==> src/hw/rtl/wtm_pkg.sv <==
// Shared types, constants and wave-table helper functions of the wave-table modulator.
`default_nettype none

package wtm_pkg;

    localparam int TABLE_SIZE_DEF = 128;

    localparam int MODE_W   = 6;
    localparam int FREQ_W   = 16;
    localparam int PINIT_W  = 12;
    localparam int PRAND_W  = 17;
    localparam int DEPTH_W  = 32;
    localparam int CFG_DW   = 32;
    localparam int CFG_IW   = 3;
    localparam int AGE_W    = 16;
    localparam int RND_W    = 16;
    localparam int FACTOR_W = 17;
    localparam int WAVE_W   = 17;

    localparam logic [CFG_IW-1:0] REG_MODE    = 3'd0;
    localparam logic [CFG_IW-1:0] REG_FREQ_X  = 3'd1;
    localparam logic [CFG_IW-1:0] REG_FREQ_Y  = 3'd2;
    localparam logic [CFG_IW-1:0] REG_PINIT_X = 3'd3;
    localparam logic [CFG_IW-1:0] REG_PINIT_Y = 3'd4;
    localparam logic [CFG_IW-1:0] REG_PRAND_X = 3'd5;
    localparam logic [CFG_IW-1:0] REG_PRAND_Y = 3'd6;
    localparam logic [CFG_IW-1:0] REG_DEPTH   = 3'd7;

    localparam int MODE_SINE  = 0;
    localparam int MODE_SAW   = 1;
    localparam int MODE_RECT  = 2;
    localparam int MODE_ALPHA = 3;
    localparam int MODE_SCALE = 4;
    localparam int MODE_SEP_Y = 5;

    localparam logic [MODE_W-1:0]  MODE_RST  = '0;
    localparam logic [FREQ_W-1:0]  FREQ_RST  = 16'd256;
    localparam logic [PINIT_W-1:0] PINIT_RST = '0;
    localparam logic [PRAND_W-1:0] PRAND_RST = '0;
    localparam logic [DEPTH_W-1:0] DEPTH_RST = 32'h4000_4000;

    localparam logic signed [FACTOR_W-1:0] FACTOR_ONE = 17'sd16384;
    localparam logic [WAVE_W-1:0]          WAVE_FULL  = 17'd65536;

    // Index arithmetic widths: sum of age and start phase, the two products,
    // and the integer phase before reduction to a table index.
    localparam int SUM_W = 17;
    localparam int PRD_W = 33;
    localparam int QUO_W = 26;
    localparam int DIG_W = 2;

    localparam longint          ONE_Q30     = 64'sd1073741824;
    localparam longint unsigned HALF_PI_Q30 = 64'd1686629713;

    typedef logic signed [FACTOR_W-1:0] t_factor;
    typedef logic [WAVE_W-1:0]          t_wave;

    function automatic longint taylor_cos(input longint unsigned t);
        longint unsigned t2;
        longint unsigned term;
        longint          sum;
        t2   = (t * t) >> 30;
        term = 64'd1073741824;
        sum  = ONE_Q30;
        term = ((term * t2) >> 30) / 2;
        sum  = sum - longint'(term);
        term = ((term * t2) >> 30) / 12;
        sum  = sum + longint'(term);
        term = ((term * t2) >> 30) / 30;
        sum  = sum - longint'(term);
        term = ((term * t2) >> 30) / 56;
        sum  = sum + longint'(term);
        term = ((term * t2) >> 30) / 90;
        sum  = sum - longint'(term);
        term = ((term * t2) >> 30) / 132;
        sum  = sum + longint'(term);
        return sum;
    endfunction

    function automatic longint taylor_sin(input longint unsigned t);
        longint unsigned t2;
        longint unsigned term;
        longint          sum;
        t2   = (t * t) >> 30;
        term = t;
        sum  = longint'(t);
        term = ((term * t2) >> 30) / 6;
        sum  = sum - longint'(term);
        term = ((term * t2) >> 30) / 20;
        sum  = sum + longint'(term);
        term = ((term * t2) >> 30) / 42;
        sum  = sum - longint'(term);
        term = ((term * t2) >> 30) / 72;
        sum  = sum + longint'(term);
        term = ((term * t2) >> 30) / 110;
        sum  = sum - longint'(term);
        term = ((term * t2) >> 30) / 156;
        sum  = sum + longint'(term);
        return sum;
    endfunction

    // Raised cosine in unsigned Q1.16 from the quadrant and the reduced cosine and sine.
    function automatic t_wave sine_wave(input logic [1:0] quad, input longint cu,
                                        input longint su);
        longint c;
        longint v;
        case (quad)
            2'd0:    c = cu;
            2'd1:    c = -su;
            2'd2:    c = -cu;
            default: c = su;
        endcase
        v = c + ONE_Q30;
        if (v < 0) begin
            v = 0;
        end
        return WAVE_W'((v + 64'sd16384) >>> 15);
    endfunction

endpackage

`default_nettype wire

==> src/hw/rtl/wtm_in_if.sv <==
// Input channel carrying one particle per transfer.
`default_nettype none

interface wtm_in_if
    import wtm_pkg::*;
();
    logic             valid;
    logic             ready;
    logic [AGE_W-1:0] particle_age;
    logic [RND_W-1:0] particle_random;

    modport source (output valid, output particle_age, output particle_random, input ready);
    modport sink (input valid, input particle_age, input particle_random, output ready);
endinterface

`default_nettype wire

==> src/hw/rtl/wtm_out_if.sv <==
// Output channel carrying one set of modulation factors per transfer.
`default_nettype none

interface wtm_out_if
    import wtm_pkg::*;
();
    logic    valid;
    logic    ready;
    t_factor alpha_factor;
    logic    alpha_valid;
    t_factor scale_x_factor;
    t_factor scale_y_factor;
    logic    scale_valid;

    modport source (output valid, output alpha_factor, output alpha_valid,
                    output scale_x_factor, output scale_y_factor, output scale_valid,
                    input ready);
    modport sink (input valid, input alpha_factor, input alpha_valid,
                  input scale_x_factor, input scale_y_factor, input scale_valid,
                  output ready);
endinterface

`default_nettype wire

==> src/hw/rtl/wave_table_modulator.sv <==
// Top level of the wave-table modulator: config registers and the factor pipeline.
//
// Each particle transfer on i_item yields exactly one transfer on o_result, in order.
// The block takes one particle per clock while its input is not blocked by back-pressure.
// Its stages form the phase products and their sum, reduce the integer phase modulo
// TABLE_SIZE (two quotient bits per stage), then do the wave lookup, the depth
// product and the output register. Every stage holds its item under back-pressure,
// and bubbles close up, so a stalled output only blocks the input once all stages
// are full. Configuration must be written while idle.
`default_nettype none

module wave_table_modulator
    import wtm_pkg::*;
#(
    parameter int TABLE_SIZE = TABLE_SIZE_DEF
) (
    input  wire                 i_clk,
    input  wire                 i_rst_n,
    input  wire                 i_cfg_we,
    input  wire  [CFG_IW-1:0]   i_cfg_idx,
    input  wire  [CFG_DW-1:0]   i_cfg_data,
    wtm_in_if.sink              i_item,
    wtm_out_if.source           o_result
);

    localparam int IW      = $clog2(TABLE_SIZE);
    localparam int BW      = PRD_W + $clog2(TABLE_SIZE + 1);
    localparam int SW      = BW + 1;
    localparam int CW      = SW - 32;
    localparam int MOD_STG = QUO_W / DIG_W;
    localparam int ST_MOD  = 3;
    localparam int ST_WAVE = ST_MOD + MOD_STG;
    localparam int ST_PROD = ST_WAVE + 1;
    localparam int ST_OUT  = ST_PROD + 1;
    localparam int NS      = ST_OUT + 1;

    localparam logic [IW+1:0] N1 = (IW+2)'(TABLE_SIZE);
    localparam logic [IW+1:0] N2 = (IW+2)'(2 * TABLE_SIZE);
    localparam logic [IW+1:0] N3 = (IW+2)'(3 * TABLE_SIZE);
    localparam logic [IW:0]   NH = (IW+1)'(TABLE_SIZE / 2);

    // Constant wave tables.
    t_wave sine_rom [TABLE_SIZE];
    t_wave saw_rom  [TABLE_SIZE];

    for (genvar gi = 0; gi < TABLE_SIZE; gi++) begin : g_rom
        localparam longint unsigned QD = (4 * gi) / TABLE_SIZE;
        localparam longint unsigned RR = 4 * gi - QD * TABLE_SIZE;
        localparam bit              LO = (2 * RR <= TABLE_SIZE);
        localparam longint unsigned RA = LO ? RR : TABLE_SIZE - RR;
        localparam longint unsigned TA = (HALF_PI_Q30 * RA + TABLE_SIZE / 2) / TABLE_SIZE;
        localparam longint          CU = LO ? taylor_cos(TA) : taylor_sin(TA);
        localparam longint          SU = LO ? taylor_sin(TA) : taylor_cos(TA);
        localparam t_wave           SV = sine_wave(QD[1:0], CU, SU);
        localparam t_wave           WV = WAVE_W'((longint'(gi) * 131072 + TABLE_SIZE)
                                                 / (2 * TABLE_SIZE));
        assign sine_rom[gi] = SV;
        assign saw_rom[gi]  = WV;
    end

    // Configuration registers.
    logic [MODE_W-1:0]  r_mode;
    logic [FREQ_W-1:0]  r_freq  [2];
    logic [PINIT_W-1:0] r_pinit [2];
    logic [PRAND_W-1:0] r_prand [2];
    logic [DEPTH_W-1:0] r_depth;
    logic [15:0]        depth_ch [2];

    always_ff @(posedge i_clk) begin
        if (!i_rst_n) begin
            r_mode     <= MODE_RST;
            r_freq[0]  <= FREQ_RST;
            r_freq[1]  <= FREQ_RST;
            r_pinit[0] <= PINIT_RST;
            r_pinit[1] <= PINIT_RST;
            r_prand[0] <= PRAND_RST;
            r_prand[1] <= PRAND_RST;
            r_depth    <= DEPTH_RST;
        end else if (i_cfg_we) begin
            unique case (i_cfg_idx)
                REG_MODE:    r_mode     <= i_cfg_data[MODE_W-1:0];
                REG_FREQ_X:  r_freq[0]  <= i_cfg_data[FREQ_W-1:0];
                REG_FREQ_Y:  r_freq[1]  <= i_cfg_data[FREQ_W-1:0];
                REG_PINIT_X: r_pinit[0] <= i_cfg_data[PINIT_W-1:0];
                REG_PINIT_Y: r_pinit[1] <= i_cfg_data[PINIT_W-1:0];
                REG_PRAND_X: r_prand[0] <= i_cfg_data[PRAND_W-1:0];
                REG_PRAND_Y: r_prand[1] <= i_cfg_data[PRAND_W-1:0];
                REG_DEPTH:   r_depth    <= i_cfg_data[DEPTH_W-1:0];
                default: begin
                end
            endcase
        end
    end

    assign depth_ch[0] = r_depth[15:0];
    assign depth_ch[1] = r_depth[31:16];

    // Stage valid bits and per-stage advance.
    logic [NS-1:0] r_vld;
    logic [NS-1:0] rdy;

    always_comb begin
        rdy[NS-1] = !r_vld[NS-1] || o_result.ready;
        for (int k = NS - 2; k >= 0; k--) begin
            rdy[k] = !r_vld[k] || rdy[k+1];
        end
    end

    always_ff @(posedge i_clk) begin
        if (!i_rst_n) begin
            r_vld <= '0;
        end else begin
            if (rdy[0]) begin
                r_vld[0] <= i_item.valid;
            end
            for (int k = 1; k < NS; k++) begin
                if (rdy[k]) begin
                    r_vld[k] <= r_vld[k-1];
                end
            end
        end
    end

    assign i_item.ready = rdy[0];

    // Datapath registers, one set per channel (x, y).
    logic [PRD_W-1:0] r_p    [2];
    logic [PRD_W-1:0] r_r    [2];
    logic [PRD_W-1:0] r_p1   [2];
    logic [BW-1:0]    r_b    [2];
    logic [QUO_W-1:0] r_q    [2];
    logic [IW-1:0]    r_rem  [MOD_STG][2];
    logic [QUO_W-1:0] r_qm   [MOD_STG][2];
    t_wave            r_wave [2];
    logic [PRD_W-1:0] r_prod [2];

    logic [PRD_W-1:0] n_p    [2];
    logic [PRD_W-1:0] n_r    [2];
    logic [QUO_W-1:0] n_q    [2];
    logic [IW-1:0]    n_rem  [MOD_STG][2];
    t_wave            n_wave [2];
    t_factor          fac    [2];

    always_comb begin
        logic [SUM_W-1:0]  sum_pa;
        logic [SW-1:0]     low_sum;
        logic [CW-1:0]     carry_int;
        logic [IW+1:0]     part;
        logic [IW-1:0]     rem_in;
        logic [QUO_W-1:0]  q_in;
        logic [IW:0]       idx;
        logic [PRD_W:0]    rnd_prod;
        for (int ch = 0; ch < 2; ch++) begin
            sum_pa    = SUM_W'(i_item.particle_age) + SUM_W'(r_pinit[ch]);
            n_p[ch]   = PRD_W'(sum_pa) * PRD_W'(r_freq[ch]);
            n_r[ch]   = PRD_W'(i_item.particle_random) * PRD_W'(r_prand[ch]);
            low_sum   = SW'({r_p1[ch][7:0], 24'b0}) + SW'(r_b[ch]);
            carry_int = low_sum[SW-1:32];
            n_q[ch]   = QUO_W'(r_p1[ch][PRD_W-1:8]) + QUO_W'(carry_int);
            for (int m = 0; m < MOD_STG; m++) begin
                rem_in = (m == 0) ? '0 : r_rem[(m == 0) ? 0 : m - 1][ch];
                q_in   = (m == 0) ? r_q[ch] : r_qm[(m == 0) ? 0 : m - 1][ch];
                part   = {rem_in, q_in[QUO_W - 1 - DIG_W * m -: DIG_W]};
                if (part >= N3) begin
                    part = part - N3;
                end else if (part >= N2) begin
                    part = part - N2;
                end else if (part >= N1) begin
                    part = part - N1;
                end
                n_rem[m][ch] = part[IW-1:0];
            end
            idx = {1'b0, r_rem[MOD_STG-1][ch]};
            if (r_mode[MODE_RECT]) begin
                n_wave[ch] = (idx < NH) ? WAVE_FULL : '0;
            end else if (r_mode[MODE_SAW]) begin
                n_wave[ch] = saw_rom[r_rem[MOD_STG-1][ch]];
            end else if (r_mode[MODE_SINE]) begin
                n_wave[ch] = sine_rom[r_rem[MOD_STG-1][ch]];
            end else begin
                n_wave[ch] = '0;
            end
            rnd_prod = (PRD_W+1)'(r_prod[ch]) + (PRD_W+1)'(32768);
            fac[ch]  = FACTOR_ONE - FACTOR_W'(rnd_prod[PRD_W:16]);
        end
    end

    always_ff @(posedge i_clk) begin
        for (int ch = 0; ch < 2; ch++) begin
            if (rdy[0]) begin
                r_p[ch] <= n_p[ch];
                r_r[ch] <= n_r[ch];
            end
            if (rdy[1]) begin
                r_p1[ch] <= r_p[ch];
                r_b[ch]  <= BW'(r_r[ch]) * BW'(TABLE_SIZE);
            end
            if (rdy[2]) begin
                r_q[ch] <= n_q[ch];
            end
            for (int m = 0; m < MOD_STG; m++) begin
                if (rdy[ST_MOD + m]) begin
                    r_rem[m][ch] <= n_rem[m][ch];
                    r_qm[m][ch]  <= (m == 0) ? r_q[ch] : r_qm[(m == 0) ? 0 : m - 1][ch];
                end
            end
            if (rdy[ST_WAVE]) begin
                r_wave[ch] <= n_wave[ch];
            end
            if (rdy[ST_PROD]) begin
                r_prod[ch] <= PRD_W'(r_wave[ch]) * PRD_W'(depth_ch[ch]);
            end
        end
    end

    // Output register.
    t_factor r_alpha;
    logic    r_alpha_vld;
    t_factor r_scale_x;
    t_factor r_scale_y;
    logic    r_scale_vld;

    always_ff @(posedge i_clk) begin
        if (rdy[ST_OUT]) begin
            r_alpha     <= r_mode[MODE_ALPHA] ? fac[0] : FACTOR_ONE;
            r_alpha_vld <= r_mode[MODE_ALPHA];
            r_scale_x   <= r_mode[MODE_SCALE] ? fac[0] : FACTOR_ONE;
            r_scale_y   <= !r_mode[MODE_SCALE] ? FACTOR_ONE :
                           (r_mode[MODE_SEP_Y] ? fac[1] : fac[0]);
            r_scale_vld <= r_mode[MODE_SCALE];
        end
    end

    assign o_result.valid          = r_vld[NS-1];
    assign o_result.alpha_factor   = r_alpha;
    assign o_result.alpha_valid    = r_alpha_vld;
    assign o_result.scale_x_factor = r_scale_x;
    assign o_result.scale_y_factor = r_scale_y;
    assign o_result.scale_valid    = r_scale_vld;

    a_idx_in_range: assert property (@(posedge i_clk) disable iff (!i_rst_n)
        r_vld[ST_WAVE-1] |->
            ({1'b0, r_rem[MOD_STG-1][0]} < (IW+1)'(TABLE_SIZE)) &&
            ({1'b0, r_rem[MOD_STG-1][1]} < (IW+1)'(TABLE_SIZE)))
        else $error("Reduced table index is not below the table size.");

    a_empty_out_accepts: assert property (@(posedge i_clk) disable iff (!i_rst_n)
        !r_vld[NS-1] |-> i_item.ready)
        else $error("Input is stalled although the output stage is empty.");

    a_alpha_off: assert property (@(posedge i_clk) disable iff (!i_rst_n)
        (o_result.valid && !o_result.alpha_valid) |-> (o_result.alpha_factor == FACTOR_ONE))
        else $error("Alpha factor is not unity while alpha is off.");

    a_scale_off: assert property (@(posedge i_clk) disable iff (!i_rst_n)
        (o_result.valid && !o_result.scale_valid) |->
            (o_result.scale_x_factor == FACTOR_ONE) && (o_result.scale_y_factor == FACTOR_ONE))
        else $error("Scale factors are not unity while scale is off.");

    a_factor_range: assert property (@(posedge i_clk) disable iff (!i_rst_n)
        o_result.valid |-> (o_result.scale_x_factor >= -17'sd49151) &&
                           (o_result.scale_y_factor >= -17'sd49151))
        else $error("Scale factor below the lowest reachable value.");

endmodule

`default_nettype wire

==> src/flat_wrapper.sv <==
// flat-port wrapper written by rule: the top's interface ports become plain ports
module wave_table_modulator_flat import wtm_pkg::*;
#(
    parameter int TABLE_SIZE = TABLE_SIZE_DEF
)
  (i_clk, i_rst_n, i_cfg_we, i_cfg_idx, i_cfg_data, i_item_valid, i_item_particle_age, i_item_particle_random, i_item_ready, o_result_valid, o_result_alpha_factor, o_result_alpha_valid, o_result_scale_x_factor, o_result_scale_y_factor, o_result_scale_valid, o_result_ready);
  wtm_in_if i_item_i ();
  wtm_out_if o_result_i ();
  input  wire i_clk;
  input  wire i_rst_n;
  input  wire i_cfg_we;
  input  wire  [CFG_IW-1:0] i_cfg_idx;
  input  wire  [CFG_DW-1:0] i_cfg_data;
  input wire logic [$bits(i_item_i.valid)-1:0] i_item_valid;
  input wire logic [$bits(i_item_i.particle_age)-1:0] i_item_particle_age;
  input wire logic [$bits(i_item_i.particle_random)-1:0] i_item_particle_random;
  output wire logic [$bits(i_item_i.ready)-1:0] i_item_ready;
  output wire logic [$bits(o_result_i.valid)-1:0] o_result_valid;
  output wire logic [$bits(o_result_i.alpha_factor)-1:0] o_result_alpha_factor;
  output wire logic [$bits(o_result_i.alpha_valid)-1:0] o_result_alpha_valid;
  output wire logic [$bits(o_result_i.scale_x_factor)-1:0] o_result_scale_x_factor;
  output wire logic [$bits(o_result_i.scale_y_factor)-1:0] o_result_scale_y_factor;
  output wire logic [$bits(o_result_i.scale_valid)-1:0] o_result_scale_valid;
  input wire logic [$bits(o_result_i.ready)-1:0] o_result_ready;
  assign i_item_i.valid = i_item_valid;
  assign i_item_i.particle_age = i_item_particle_age;
  assign i_item_i.particle_random = i_item_particle_random;
  assign i_item_ready = i_item_i.ready;
  assign o_result_valid = o_result_i.valid;
  assign o_result_alpha_factor = o_result_i.alpha_factor;
  assign o_result_alpha_valid = o_result_i.alpha_valid;
  assign o_result_scale_x_factor = o_result_i.scale_x_factor;
  assign o_result_scale_y_factor = o_result_i.scale_y_factor;
  assign o_result_scale_valid = o_result_i.scale_valid;
  assign o_result_i.ready = o_result_ready;
  wave_table_modulator #(.TABLE_SIZE(TABLE_SIZE)) u_core (.i_clk(i_clk), .i_rst_n(i_rst_n), .i_cfg_we(i_cfg_we), .i_cfg_idx(i_cfg_idx), .i_cfg_data(i_cfg_data), .i_item(i_item_i), .o_result(o_result_i));
endmodule
==> config.mk <==
export PLATFORM = sky130hd
export DESIGN_NAME = wave_table_modulator_flat
export DESIGN_NICKNAME = d
export VERILOG_FILES = /design/src/hw/rtl/wtm_pkg.sv /design/src/hw/rtl/wtm_in_if.sv /design/src/hw/rtl/wtm_out_if.sv /design/src/hw/rtl/wave_table_modulator.sv /design/src/flat_wrapper.sv
export SDC_FILE = /design/constraint.sdc
export NUM_CORES = 2
export LEC_CHECK = 0
export BUFFER_PORTS_ARGS = -buffer_cell sky130_fd_sc_hd__buf_4
export CORE_MARGIN = 3
export CORE_UTILIZATION = 29
export CTS_CLUSTER_DIAMETER = 120
export DETAILED_ROUTE_END_ITERATION = 10
export SETUP_SLACK_MARGIN = 0.5
export SYNTH_ARGS = -nofsm -noshare
export SYNTH_HDL_FRONTEND = slang
export SYNTH_SLANG_ARGS = --single-unit
==> constraint.sdc <==
create_clock -name i_clk -period 8.7 [get_ports i_clk]
set_input_delay 1.74 -clock i_clk [delete_from_list [all_inputs] [get_ports i_clk]]
set_output_delay 1.74 -clock i_clk [all_outputs]
set_load 0.005 [all_outputs]
==> results_dict.tcl <==
set metrics [dict create \
    port_buffers 125 \
    final.min_clock_period_ns 8.25 \
    synthArstFlopShare_pct 0 \
    synth_top_cell_by_area "fa_1" \
    grt_pass1_wl_um 282000 \
    synth_top_family_by_area "adder cells" \
    tightestPinTransition_ns 1.33 \
    grt_usage_pct 14.7 \
    netlist.area_leader.share_pct 28.5 \
    wl_per_cell_um 17.4 \
    worst_setup_path_end_kind "flop" \
    grt_use_met2_pct 24.5 \
    critPathMaxStageDelay_ns 0.54 \
    grt_setup_unrepaired "true" \
    die_area_um2 240000 \
    synth_cells 6915 \
    crit_path_start "i_item_particle_age[0]" \
    grtUsageMet3_pct 2.10 \
    reg2reg_to "u_core.r_p[0][47]$_DFFE_PP_" \
    clkSlewWorstSetupHoldPaths_ns 0.06 \
    ir_drop_v 0.000740 \
    nFillCells 23617 \
    ctsRootBufferMaster "clkbuf_16" \
    worstPathArrival_ns 8.67 \
    synth_common_cells "1,167 x inv_1, 966 x fa_1, 954 x nand2_1" \
    synth-seq-cells 584 \
    p_leak_nw 34.2 \
    power.switching_mw 11.7 \
    synth_compound_area_share_pct 7.84 \
    antenna_found_initial 6 \
    holdBufCountCts 0 \
    htreeDepth 2 \
    cts_tree "yes" \
    worstSetupStartpointType "input pin" \
    seqPwrFrac_pct 20.0 \
    power_mw 25.8 \
    reg2reg_slack_ns 1.17 \
    critPathRequiredTime_ns 9.12 \
    io_pins 127 \
    power_frac_clock_pct 10.9 \
    avgViaCountPerCell 4.81 \
    use_met1_pct 20.1 \
    fin_crit_sh_pct 94.8 \
    crit_family "adder cells" \
    finalHoldViolations 0 \
    overflow 0 \
    synth_xor_area_share_pct 3.22 \
    ant_nets 0 \
    synthAdderAreaFrac_pct 39.3 \
    drc 0 \
    syn_avg_cell_area_um2 9.80 \
    powerDensity_nw_per_um2 346 \
    setup_violations 0 \
    yosysMostFrequentCell "inv_1" \
    crit_top_cell "fa_1" \
    grt_pass1_vias 50998 \
    hold_class "reg -> reg" \
    grt.busiest_layer "met2" \
    syn_nets 8536 \
    nNetsFinal 8525 \
    synth_edf_count 527 \
    drive_gt1_share_pct 5.84 \
    whs_ns 0.379 \
    synthTopCellsByArea "fa_1 29%, edfxtp_1 23%, ha_1 11%" \
    yosysWarnings 0 \
    relSlewSlack_pct 10.9 \
    insertion_delay_ns 0.70 \
    reg2reg_depth 27 \
    drt_first_pass_iters 8 \
    seq_area_um2 17000 \
    crit_fanout 5 \
    cp_slowest_cell "fa_1" \
    core-area_um2 231000 \
    die_y_um 489 \
    switching_share_pct 45.3 \
    hpwl_um 131000 \
    synth.area.mux_share_pct 0.497 \
    syn_area_um2 67800 \
    row_count 176 \
    ys.flop_type "edfxtp_1" \
    drv_slew 0 \
    clk_path_buf_depth 3 \
    cts_sinks 584 \
    tns_ns 0 \
    totalWireLength_um 174000 \
    vias 47975 \
    crit_cells 28 \
    initial_utilization_pct 29.3 \
    drt_first_iter_violations 3327 \
    placed_area_um2 72300 \
    grt_max_degree 106 \
    reg2reg_from "u_core.r_pinit[0][12]$_DFFE_PP_" \
    synth_cell_types 85 \
    p_int_mw 14.1 \
    die_x_um 489 \
    syn2layout_area_growth_pct 10.1 \
    max-cap-violations 0 \
    fmax_mhz 121 \
    cp.buffers_inverters 2 \
    status "complete, no violations" \
    clock_skew_ns 0.0688 \
    finalInstanceArea_um2 74600 \
    finalCoreUtilization_pct 32.3 \
    multi_input_area_um2 45300 \
    place_congestion 0.903 \
    cts_made_buffers 60 \
    synthSimpleGateAreaFrac_pct 15.8 \
    yosysSeqAreaShare_pct 25.0 \
    path_class "in -> reg" \
    p_comb_share_pct 69.1 \
    endpoint "u_core.r_p[0][47]$_DFFE_PP_" \
]
-- stage by stage --
step	setup WS, ns	cells
floorplan	0.312	6915
global placement	-0.344	9854
detailed placement	-0.386	9854
CTS	0.455	9979
global route	0.235	9981
finish	0.449	9982
-- power by group through the flow --
stage	Combinational, mW	Sequential (mW)	Clock, mW
floorplan	13.1	4.97	0
global placement	17.4	5.21	0
detailed placement	17.7	5.25	0
CTS	18.0	5.19	2.89
global route	20.3	5.27	3.00
finish	17.8	5.18	2.80
-- final cells by class --
cell class | count | share of cell area (%)
Antenna cell | 1 | 0.00335
Clock buffer | 79 | 2.16
Clock inverter | 34 | 0.701
Inverter | 1172 | 5.90
Multi-Input combinational cell | 4828 | 60.8
Sequential cell | 584 | 22.7
Tap cell | 3026 | 5.07
Timing Repair Buffer | 258 | 2.64
-- worst min-delay path by stage --
stage,slack (ns),cells past startpoint,endpoint,start
finish,0.38,0,u_core.r_qm[0][602]$_DFFE_PP_,u_core.r_qm[0][550]$_DFFE_PP_
global route,0.38,0,u_core.r_qm[0][602]$_DFFE_PP_,u_core.r_qm[0][550]$_DFFE_PP_
CTS,0.36,0,u_core.r_qm[0][520]$_DFFE_PP_,u_core.r_qm[0][468]$_DFFE_PP_
detailed placement,0.40,0,u_core.r_p1[0][35]$_DFFE_PP_,u_core.r_p[0][35]$_DFFE_PP_
global placement,0.40,0,u_core.r_qm[0][58]$_DFFE_PP_,u_core.r_qm[0][6]$_DFFE_PP_
floorplan,0.40,0,u_core.r_b[0][17]$_DFFE_PP_,u_core.r_r[0][17]$_DFFE_PP_
-- registers in the layout, summed over array words and instances (netlist names), 6 cells and up --
signal                          count
u_core.o_result.alpha_factor       17
u_core.o_result.scale_x_factor     17
u_core.o_result.scale_y_factor     17
u_core.r_b                         30
u_core.r_depth                     32
u_core.r_freq                      30
u_core.r_mode                       6
u_core.r_p                         30
u_core.r_p1                        30
u_core.r_pinit                     24
u_core.r_prand                     34
u_core.r_prod                      36
u_core.r_q                         14
u_core.r_qm                       168
u_core.r_r                         30
u_core.r_rem                       14
u_core.r_vld                       19
u_core.r_wave                      34
-- cells in the final DEF, fill, tap and decap left out, types with 70 or more instances in the layout --
cell type,synthesis,final
xnor2_1,174,169
nor3_1,71,70
nor2_1,233,230
a21oi_1,226,223
o21ai_0,138,133
and2_1,672,672
ha_1,583,578
fa_1,966,961
edfxtp_1,527,527
nor2b_1,71,70
nand2_1,954,953
buf_4,1,254
inv_1,1167,1163
a211oi_1,74,74
-- metal layers --
metal | share of wire (%) | wire length, µm | vias to the layer above
met5 | 0.015 | 26 | -
li1 | - | - | 22028
met3 | 6.2 | 10800 | 231
met2 | 47 | 82000 | 1422
met4 | 2.0 | 3540 | 4
met1 | 45 | 77700 | 24290
-- cell families (layout without fill, tap and decap cells) --
kind of cell,after synthesis,count (layout)
other cells,0,1
xor+xnor,237,237
compound gates,814,814
simple gates,2200,2200
buf+inv,1503,1543
fa+ha+maj,1551,1551
flops,584,584
mux,26,26
-- repair_timing --
item	4_1_cts	5_1_grt
setup buffers	12	2
pin swaps	15	29
endpoints found under the setup margin	1	2
gates resized for setup	7	11
cloned	0	0
Power figures use the tool's default switching activity.
